## config.mk

```make
export PLATFORM = sky130hd
export DESIGN_NAME = elevation_colormap
export DESIGN_NICKNAME = d
export VERILOG_FILES = /design/src/rtl/core/ecm_pkg.sv /design/src/rtl/core/elevation_colormap.sv /design/src/rtl/core/ecm_classify.sv /design/src/rtl/core/ecm_channel.sv
export SDC_FILE = /design/constraint.sdc
export NUM_CORES = 2
export LEC_CHECK = 0
export ABC_AREA = 1
export BUFFER_PORTS_ARGS = -buffer_cell sky130_fd_sc_hd__buf_2
export CAP_MARGIN = 20
export CORE_MARGIN = 2
export CORE_UTILIZATION = 25
export DETAILED_ROUTE_END_ITERATION = 7
export HOLD_SLACK_MARGIN = 0.02
export REMOVE_ABC_BUFFERS = 1
export SYNTH_ARGS = -nofsm -noshare
export SYNTH_HDL_FRONTEND = slang
export SYNTH_SLANG_ARGS = --single-unit
```

## constraint.sdc

```tcl
create_clock -name clock -period 20.5 [get_ports clock]
set_clock_uncertainty 0.15 [all_clocks]
set_input_delay 1.025 -clock clock [delete_from_list [all_inputs] [get_ports clock]]
set_output_delay 1.025 -clock clock [all_outputs]
set_load 0.05 [all_outputs]
```

## src/rtl/core/ecm_pkg.sv

```systemverilog
// Shared constants, tables and types for the elevation colormap pipeline.
// No dependencies; used by every module under rtl/core.
package ecm_pkg;

   localparam int ELEV_FRAC_BITS = 4;
   localparam int ELEV_W         = 19;
   localparam int SCALE          = 1 << ELEV_FRAC_BITS;

   localparam int NUM_STOPS = 6;
   localparam int NUM_SEG   = NUM_STOPS - 1;
   localparam int SEG_W     = 3;
   localparam int CH_W      = 2;
   localparam int COLOR_W   = 8;

   // Color stops in whole metres.
   localparam int STOP_M [NUM_STOPS] = '{0, 300, 900, 1800, 2700, 3800};
   localparam int SPAN_MIN_M = 300;
   localparam int SPAN_MAX_M = 1100;
   localparam int NODATA_M   = 9000;

   // Quotient of the rounding division is offset so it is never negative.
   localparam int Q_W       = COLOR_W + 1;
   localparam int Q_BIAS    = 1 << COLOR_W;

   localparam int X_W       = $clog2(SPAN_MAX_M * SCALE);
   localparam int DC_W      = COLOR_W + 1;
   localparam int PROD_W    = X_W + DC_W + 1;
   localparam int DIV_W     = $clog2(2 * SPAN_MAX_M * SCALE + 1);
   localparam int T_W       = $clog2(4 * Q_BIAS * SPAN_MAX_M * SCALE);
   localparam int RECIP_SH  = T_W;
   localparam int RECIP_W   = $clog2((1 << RECIP_SH) / (2 * SPAN_MIN_M * SCALE) + 1);
   localparam int REM_W     = DIV_W + 1;

   localparam logic signed [ELEV_W-1:0] NODATA_E = ELEV_W'(-(NODATA_M * SCALE));

   localparam logic signed [ELEV_W-1:0] STOP_E [NUM_STOPS] = '{
      ELEV_W'(STOP_M[0] * SCALE), ELEV_W'(STOP_M[1] * SCALE), ELEV_W'(STOP_M[2] * SCALE),
      ELEV_W'(STOP_M[3] * SCALE), ELEV_W'(STOP_M[4] * SCALE), ELEV_W'(STOP_M[5] * SCALE)
   };

   localparam int SPAN0 = (STOP_M[1] - STOP_M[0]) * SCALE;
   localparam int SPAN1 = (STOP_M[2] - STOP_M[1]) * SCALE;
   localparam int SPAN2 = (STOP_M[3] - STOP_M[2]) * SCALE;
   localparam int SPAN3 = (STOP_M[4] - STOP_M[3]) * SCALE;
   localparam int SPAN4 = (STOP_M[5] - STOP_M[4]) * SCALE;

   // Divisor of the rounding division: twice the segment span.
   localparam logic [DIV_W-1:0] DIV_TAB [NUM_SEG] = '{
      DIV_W'(2 * SPAN0), DIV_W'(2 * SPAN1), DIV_W'(2 * SPAN2),
      DIV_W'(2 * SPAN3), DIV_W'(2 * SPAN4)
   };

   // Rounding half plus the bias that keeps the dividend positive.
   localparam logic [T_W-1:0] OFF_TAB [NUM_SEG] = '{
      T_W'((2 * Q_BIAS + 1) * SPAN0), T_W'((2 * Q_BIAS + 1) * SPAN1),
      T_W'((2 * Q_BIAS + 1) * SPAN2), T_W'((2 * Q_BIAS + 1) * SPAN3),
      T_W'((2 * Q_BIAS + 1) * SPAN4)
   };

   // Truncated reciprocals; the estimate is low by at most one.
   localparam logic [RECIP_W-1:0] RECIP_TAB [NUM_SEG] = '{
      RECIP_W'((1 << RECIP_SH) / (2 * SPAN0)), RECIP_W'((1 << RECIP_SH) / (2 * SPAN1)),
      RECIP_W'((1 << RECIP_SH) / (2 * SPAN2)), RECIP_W'((1 << RECIP_SH) / (2 * SPAN3)),
      RECIP_W'((1 << RECIP_SH) / (2 * SPAN4))
   };

   localparam logic [COLOR_W-1:0] STOP_RGB [NUM_STOPS][3] = '{
      '{8'd232, 8'd245, 8'd200},
      '{8'd168, 8'd208, 8'd141},
      '{8'd106, 8'd168, 8'd79},
      '{8'd181, 8'd101, 8'd29},
      '{8'd139, 8'd115, 8'd85},
      '{8'd240, 8'd235, 8'd227}
   };

   localparam logic [COLOR_W-1:0] NODATA_RGB [3] = '{8'd26, 8'd79, 8'd114};
   localparam logic [COLOR_W-1:0] COAST_RGB  [3] = '{8'd91, 8'd163, 8'd201};

   localparam logic [CH_W-1:0] CH_RED   = 2'd0;
   localparam logic [CH_W-1:0] CH_GREEN = 2'd1;
   localparam logic [CH_W-1:0] CH_BLUE  = 2'd2;

   typedef enum logic [1:0] {
      KIND_NODATA,
      KIND_COAST,
      KIND_SUMMIT,
      KIND_RAMP
   } kind_type;

   typedef struct packed {
      kind_type         kind;
      logic [SEG_W-1:0] seg;
   } ctl_type;

endpackage

```

## src/rtl/core/elevation_colormap.sv

```systemverilog
// Top level of the elevation colormap: six-stage pipeline with valid bits.
// Depends on ecm_pkg, ecm_classify and ecm_channel.
//
// Usage: each word on the req channel carries one signed elevation sample
// in sixteenths of a metre; each word on the rsp channel carries the RGB
// pixel for it, in the same order, one pixel per sample. Samples below
// -9000 m get the no-data color, samples at or below 0 m the coast color,
// samples at or above 3800 m the summit color, and the rest are blended
// linearly between color stops with round-half-up.
// Throughput is one word per cycle while rsp_tready stays high:
// classification, the channel multiply, the biased dividend, the reciprocal
// multiply, the remainder check and the output register each take one stage.
// When the receiver holds rsp_tready low, the stages fill one by one and
// req_tready drops only once every stage holds a word; nothing is lost or
// repeated. Reset empties the pipeline; rsp_tvalid is low afterward.
module elevation_colormap (
   input  logic        clock,
   input  logic        reset,
   input  logic        req_tvalid,
   output logic        req_tready,
   input  logic [23:0] req_tdata,   // [18:0] elevation, [23:19] zero
   output logic        rsp_tvalid,
   input  logic        rsp_tready,
   output logic [23:0] rsp_tdata    // [7:0] red, [15:8] green, [23:16] blue
);

   localparam int NUM_STAGES = 6;

   logic [NUM_STAGES:1]   valid_ff, valid_in;
   logic [NUM_STAGES+1:1] rdy;

   ecm_pkg::ctl_type                 ctl_in, ctl1_ff;
   logic [ecm_pkg::X_W-1:0]          x_in, x1_ff;
   ecm_pkg::kind_type                kind2_ff, kind3_ff, kind4_ff, kind5_ff;
   logic [ecm_pkg::COLOR_W-1:0]      red_mix, green_mix, blue_mix;
   logic [ecm_pkg::COLOR_W-1:0]      red_in, green_in, blue_in;
   logic [ecm_pkg::COLOR_W-1:0]      red_ff, green_ff, blue_ff;

   // A stage takes a new word when it is empty or its word moves on.
   always_comb begin
      rdy[NUM_STAGES+1] = rsp_tready;
      for (int k = NUM_STAGES; k >= 1; k--) begin
         rdy[k] = !valid_ff[k] || rdy[k+1];
      end
      valid_in[1] = rdy[1] ? req_tvalid : valid_ff[1];
      for (int k = 2; k <= NUM_STAGES; k++) begin
         valid_in[k] = rdy[k] ? valid_ff[k-1] : valid_ff[k];
      end
   end

   always_ff @(posedge clock) begin
      if (reset) begin
         valid_ff <= '0;
      end else begin
         valid_ff <= valid_in;
      end
   end

   ecm_classify u_classify (
      .elevation (req_tdata[ecm_pkg::ELEV_W-1:0]),
      .ctl       (ctl_in),
      .x_offset  (x_in)
   );

   always_ff @(posedge clock) begin
      if (rdy[1]) begin
         ctl1_ff <= ctl_in;
         x1_ff   <= x_in;
      end
      if (rdy[2]) begin
         kind2_ff <= ctl1_ff.kind;
      end
      if (rdy[3]) begin
         kind3_ff <= kind2_ff;
      end
      if (rdy[4]) begin
         kind4_ff <= kind3_ff;
      end
      if (rdy[5]) begin
         kind5_ff <= kind4_ff;
      end
      if (rdy[6]) begin
         red_ff   <= red_in;
         green_ff <= green_in;
         blue_ff  <= blue_in;
      end
   end

   ecm_channel u_red (
      .clock    (clock),
      .stage_en (rdy[5:2]),
      .ch       (ecm_pkg::CH_RED),
      .seg      (ctl1_ff.seg),
      .x_offset (x1_ff),
      .value    (red_mix)
   );

   ecm_channel u_green (
      .clock    (clock),
      .stage_en (rdy[5:2]),
      .ch       (ecm_pkg::CH_GREEN),
      .seg      (ctl1_ff.seg),
      .x_offset (x1_ff),
      .value    (green_mix)
   );

   ecm_channel u_blue (
      .clock    (clock),
      .stage_en (rdy[5:2]),
      .ch       (ecm_pkg::CH_BLUE),
      .seg      (ctl1_ff.seg),
      .x_offset (x1_ff),
      .value    (blue_mix)
   );

   always_comb begin
      case (kind5_ff)
         ecm_pkg::KIND_NODATA: begin
            red_in   = ecm_pkg::NODATA_RGB[0];
            green_in = ecm_pkg::NODATA_RGB[1];
            blue_in  = ecm_pkg::NODATA_RGB[2];
         end
         ecm_pkg::KIND_COAST: begin
            red_in   = ecm_pkg::COAST_RGB[0];
            green_in = ecm_pkg::COAST_RGB[1];
            blue_in  = ecm_pkg::COAST_RGB[2];
         end
         ecm_pkg::KIND_SUMMIT: begin
            red_in   = ecm_pkg::STOP_RGB[ecm_pkg::NUM_STOPS-1][0];
            green_in = ecm_pkg::STOP_RGB[ecm_pkg::NUM_STOPS-1][1];
            blue_in  = ecm_pkg::STOP_RGB[ecm_pkg::NUM_STOPS-1][2];
         end
         default: begin
            red_in   = red_mix;
            green_in = green_mix;
            blue_in  = blue_mix;
         end
      endcase
   end

   assign req_tready = rdy[1];
   assign rsp_tvalid = valid_ff[NUM_STAGES];
   assign rsp_tdata  = {blue_ff, green_ff, red_ff};

endmodule

```

## src/rtl/core/ecm_classify.sv

```systemverilog
// Sorts an elevation sample into its color class and ramp segment.
// Depends on ecm_pkg for the stop elevations and types.
module ecm_classify (
   input  logic signed [ecm_pkg::ELEV_W-1:0] elevation,
   output ecm_pkg::ctl_type                  ctl,
   output logic [ecm_pkg::X_W-1:0]           x_offset
);

   logic [ecm_pkg::SEG_W-1:0]        seg;
   logic signed [ecm_pkg::ELEV_W-1:0] diff;

   always_comb begin
      seg = '0;
      for (int i = 1; i < ecm_pkg::NUM_SEG; i++) begin
         if (elevation >= ecm_pkg::STOP_E[i]) begin
            seg = ecm_pkg::SEG_W'(i);
         end
      end
      diff     = elevation - ecm_pkg::STOP_E[seg];
      x_offset = diff[ecm_pkg::X_W-1:0];

      ctl.seg = seg;
      if (elevation < ecm_pkg::NODATA_E) begin
         ctl.kind = ecm_pkg::KIND_NODATA;
      end else if (elevation <= $signed(ecm_pkg::ELEV_W'(0))) begin
         ctl.kind = ecm_pkg::KIND_COAST;
      end else if (elevation >= ecm_pkg::STOP_E[ecm_pkg::NUM_STOPS-1]) begin
         ctl.kind = ecm_pkg::KIND_SUMMIT;
      end else begin
         ctl.kind = ecm_pkg::KIND_RAMP;
      end
   end

endmodule

```

## src/rtl/core/ecm_channel.sv

```systemverilog
// Four-stage interpolation of one color channel: product, biased dividend,
// reciprocal estimate, remainder correction. Depends on ecm_pkg tables.
module ecm_channel (
   input  logic                          clock,
   input  logic [3:0]                    stage_en,
   input  logic [ecm_pkg::CH_W-1:0]      ch,
   input  logic [ecm_pkg::SEG_W-1:0]     seg,
   input  logic [ecm_pkg::X_W-1:0]       x_offset,
   output logic [ecm_pkg::COLOR_W-1:0]   value
);

   logic signed [ecm_pkg::DC_W-1:0]      dc;
   logic signed [ecm_pkg::PROD_W-1:0]    prod_in, prod_ff;
   logic [ecm_pkg::SEG_W-1:0]            seg2_ff, seg3_ff, seg4_ff, seg5_ff;
   logic signed [ecm_pkg::T_W+1:0]       t_wide;
   logic [ecm_pkg::T_W-1:0]              t_in, t3_ff, t4_ff;
   logic [ecm_pkg::T_W+ecm_pkg::RECIP_W-1:0] qe_wide;
   logic [ecm_pkg::Q_W-1:0]              qe_in, qe4_ff, qe5_ff;
   logic [ecm_pkg::T_W-1:0]              back;
   logic [ecm_pkg::T_W-1:0]              rem_full;
   logic [ecm_pkg::REM_W-1:0]            rem_in, rem5_ff;
   logic [ecm_pkg::Q_W-1:0]              q;
   logic [ecm_pkg::COLOR_W+1:0]          sum;

   always_comb begin
      dc = $signed({1'b0, ecm_pkg::STOP_RGB[seg + 1'b1][ch]})
         - $signed({1'b0, ecm_pkg::STOP_RGB[seg][ch]});
      prod_in = $signed({1'b0, x_offset}) * dc;

      t_wide = (ecm_pkg::T_W+2)'($signed({prod_ff, 1'b0}))
             + (ecm_pkg::T_W+2)'({1'b0, ecm_pkg::OFF_TAB[seg2_ff]});
      t_in = t_wide[ecm_pkg::T_W-1:0];

      qe_wide = t3_ff * ecm_pkg::RECIP_TAB[seg3_ff];
      qe_in   = qe_wide[ecm_pkg::RECIP_SH +: ecm_pkg::Q_W];

      back     = ecm_pkg::T_W'(qe4_ff * ecm_pkg::DIV_TAB[seg4_ff]);
      rem_full = t4_ff - back;
      rem_in   = rem_full[ecm_pkg::REM_W-1:0];

      // The reciprocal estimate is at most one low; the remainder fixes it.
      q = qe5_ff + ecm_pkg::Q_W'(rem5_ff >= {1'b0, ecm_pkg::DIV_TAB[seg5_ff]});
      sum = {2'b00, ecm_pkg::STOP_RGB[seg5_ff][ch]} + {1'b0, q}
          - (ecm_pkg::COLOR_W+2)'(ecm_pkg::Q_BIAS);
      value = sum[ecm_pkg::COLOR_W-1:0];
   end

   always_ff @(posedge clock) begin
      if (stage_en[0]) begin
         prod_ff <= prod_in;
         seg2_ff <= seg;
      end
      if (stage_en[1]) begin
         t3_ff   <= t_in;
         seg3_ff <= seg2_ff;
      end
      if (stage_en[2]) begin
         qe4_ff  <= qe_in;
         t4_ff   <= t3_ff;
         seg4_ff <= seg3_ff;
      end
      if (stage_en[3]) begin
         rem5_ff <= rem_in;
         qe5_ff  <= qe4_ff;
         seg5_ff <= seg4_ff;
      end
   end

endmodule

```

==> metrics.txt <==
Required @ worst endpoint=slightly above 20 ns; RSZ-0062 raised after global routing=false; clk root buf=clkbuf_16; most frequent cells in the layout=inv_1, nand2_1, fa_1, nor2_1, ha_1; gr ovfl total=0; post-DP HPWL=about 130000 um; cts repair resizes=0; Mapped Cells=roughly 6900; Final Critical Period=8.34 ns; vias in the first global route=~47000; total wire length=around 150000 um; Worst setup SP type=flop; maxcap violations=0; share of cells above drive strength 1=0.0268; commonest non-fill, non-tap cell in the layout=inv_1; Post-CTS Setup Inserts=0; EDFF count, synth=~360; max frequency=0.120 GHz; Final #Nets=roughly 8500; fin crit share=0.407; slowest stage delay, CP=between 0.6 and 0.7 ns; die width=between 400 and 500 um; initial core utilization=0.251; synth-to-layout area growth=8.82%; Crit-path slowest cell=buf_4; hold buffers post-CTS=0; YS warnings=0; Storage cell area=between 10000 and 15000 um^2; Hold Vio Cnt, Final=0; CTS buffer count=42; Multi-input gate area=around 42000 um^2; post-route design area=~65000 um^2; Via density=roughly 4.4; IO Pins=between 50 and 60; crit path capture type=flop; outcome=completed; Final Wtd Congestion=0.885; Worst-Skew Late Latency=between 0.6 and 0.7 ns; kind of critical path=flop to flop; top_reg_cell synth=edfxtp_1; clk slew on worst S/H paths=~0.060 ns; sequential area share after synthesis=0.180; Slew headroom=0.290; CP max FO=53; Clock Path Buffers=3; Area after DPL=about 64000 um^2; CTS H-tree depth=2; Hold Crit Class=flop to flop; ANT nets after route=0; Setup TNS=0 ns; Via Count=between 40000 and 50000; Die Area=about 240000 um^2; GRT Overall Usage=0.126; Post-Syn Area=59900 um^2; CP arrival=8.48 ns; Rows=179; Slew Viols, Final=0; Yosys reg bits=361; largest net degree at the start of global routing=just over 80; Yosys cell types=52; core region area=approximately 240000 um^2; first-pass iteration count of the detailed router=6; Synth Area per Inst=8.63 um^2; first-pass GRT wire length=around 250000 um; DRC viols=0; CTS tree=yes; DR iter-0 viols=around 3200; Async SR Flop Fraction=0; Layout fillers=approximately 25000; setup slack, reg-to-reg=12.16 ns; clk sinks=361; final setup fails=0; initial antenna violation count=7; WL/cell=roughly 15 um; number of buffers added on ports=48; die height=approximately 500 um; actual slew at the worst max-slew pin=1.07 ns
flip-flops by register name, summed over array words and instances, names as in the netlist, 15 cells and up:
| signal | cells |
|---|---|
| u_red.t4_ff | 16 |
| u_blue.t4_ff | 16 |
| u_red.rem5_ff | 16 |
| u_green.prod_ff | 24 |
| x1_ff | 15 |
| u_green.rem5_ff | 16 |
| u_red.t3_ff | 24 |
| u_green.t3_ff | 24 |
| u_red.prod_ff | 24 |
| u_blue.prod_ff | 24 |
| u_blue.t3_ff | 24 |
| u_blue.rem5_ff | 16 |
| u_green.t4_ff | 16 |
worst paths after layout:
| kind | start | to | depth (start not counted) |
|---|---|---|---|
| worst max-delay path | u_green.seg3_ff[2] | u_green.qe4_ff[7] | 26 |
| worst min-delay path | kind2_ff[1] | kind3_ff[1] | 0 |
| worst max register to register | u_green.seg3_ff[2] | u_green.qe4_ff[7] | 26 |
| worst min register to register | kind2_ff[1] | kind3_ff[1] | 0 |
critical path: cells and delay by family (launching register included):
| kind | cells | cell delay, ns |
|---|---|---|
| compound gates | 3 | 0.62 |
| fa+ha+maj | 6 | 2.88 |
| buf+inv | 10 | 3.03 |
| flops | 1 | 0.35 |
| simple gates | 7 | 0.88 |
logic make-up after synthesis:
kind of cell	Yosys count	share of synthesized area
AND/OR/NAND/NOR	2478	0.166
buffers and inverters	1747	0.111
adder cells (fa/ha/maj)	1601	0.463
AO/OA/AOI/OAI	563	0.0531
flip-flops	361	0.180
XOR/XNOR	185	0.0272
other	1	0.0000626
stage by stage:
stage | util | setup slack (ns) | hold slack (ns) | instances
floorplan | - | 11.11 | 0.250 | 6785
global placement | 0.268 | 12.23 | 0.251 | 10039
detailed placement | 0.268 | 12.18 | 0.255 | 10039
CTS | 0.274 | 12.17 | 0.262 | 10116
global route | 0.274 | 11.49 | 0.267 | 10117
finish | 0.274 | 12.16 | 0.266 | 10117
synth_stat cells, types with 6 or more instances:
| master | count | share of area |
|---|---|---|
| buf_1 | 18 | 0.0011 |
| nand2_1 | 1322 | 0.083 |
| nor2_1 | 803 | 0.050 |
| xnor2_1 | 52 | 0.0076 |
| inv_1 | 1588 | 0.10 |
| nand4_1 | 65 | 0.0068 |
| nand3b_1 | 18 | 0.0023 |
| a21oi_1 | 267 | 0.022 |
| xor2_1 | 132 | 0.019 |
| o21bai_1 | 34 | 0.0043 |
| nor3_1 | 52 | 0.0043 |
| a31oi_1 | 30 | 0.0031 |
| buf_2 | 18 | 0.0015 |
| nor4_1 | 13 | 0.0014 |
| o21ai_0 | 146 | 0.012 |
| clkbuf_1 | 107 | 0.0067 |
| a21o_1 | 33 | 0.0041 |
| or2_2 | 11 | 0.0011 |
| o211ai_1 | 15 | 0.0019 |
| dfxtp_1 | 6 | 0.0020 |
| o21a_1 | 8 | 0.0010 |
| edfxtp_1 | 355 | 0.18 |
| fa_1 | 1025 | 0.34 |
| nand3_1 | 180 | 0.015 |
| buf_4 | 7 | 0.00088 |
| o2111ai_1 | 6 | 0.00088 |
| a21boi_0 | 8 | 0.0010 |
| ha_1 | 576 | 0.12 |
routing by layer:
| metal | vias up | track usage | wire, um |
|---|---|---|---|
| met5 | - | 0 | 0 |
| met4 | 0 | 0.0311 | 3930 |
| met3 | 216 | 0.0176 | 9680 |
| met2 | 1328 | 0.203 | 68600 |
| met1 | 22095 | 0.177 | 69300 |
| li1 | 21160 | - | - |
cell type report:
class,count,area share
timing repair buffer,87,0.00818
sequential,361,0.165
multi-input combinational,4829,0.652
clock buffer,52,0.0180
inverter,1595,0.0920
antenna,1,0.0000384
clock inverter,25,0.00303
tap,3167,0.0608
Power is left out: the tool's default activity adds up to more than one toggle a clock period on the data nets, which glitch-free logic cannot reach.
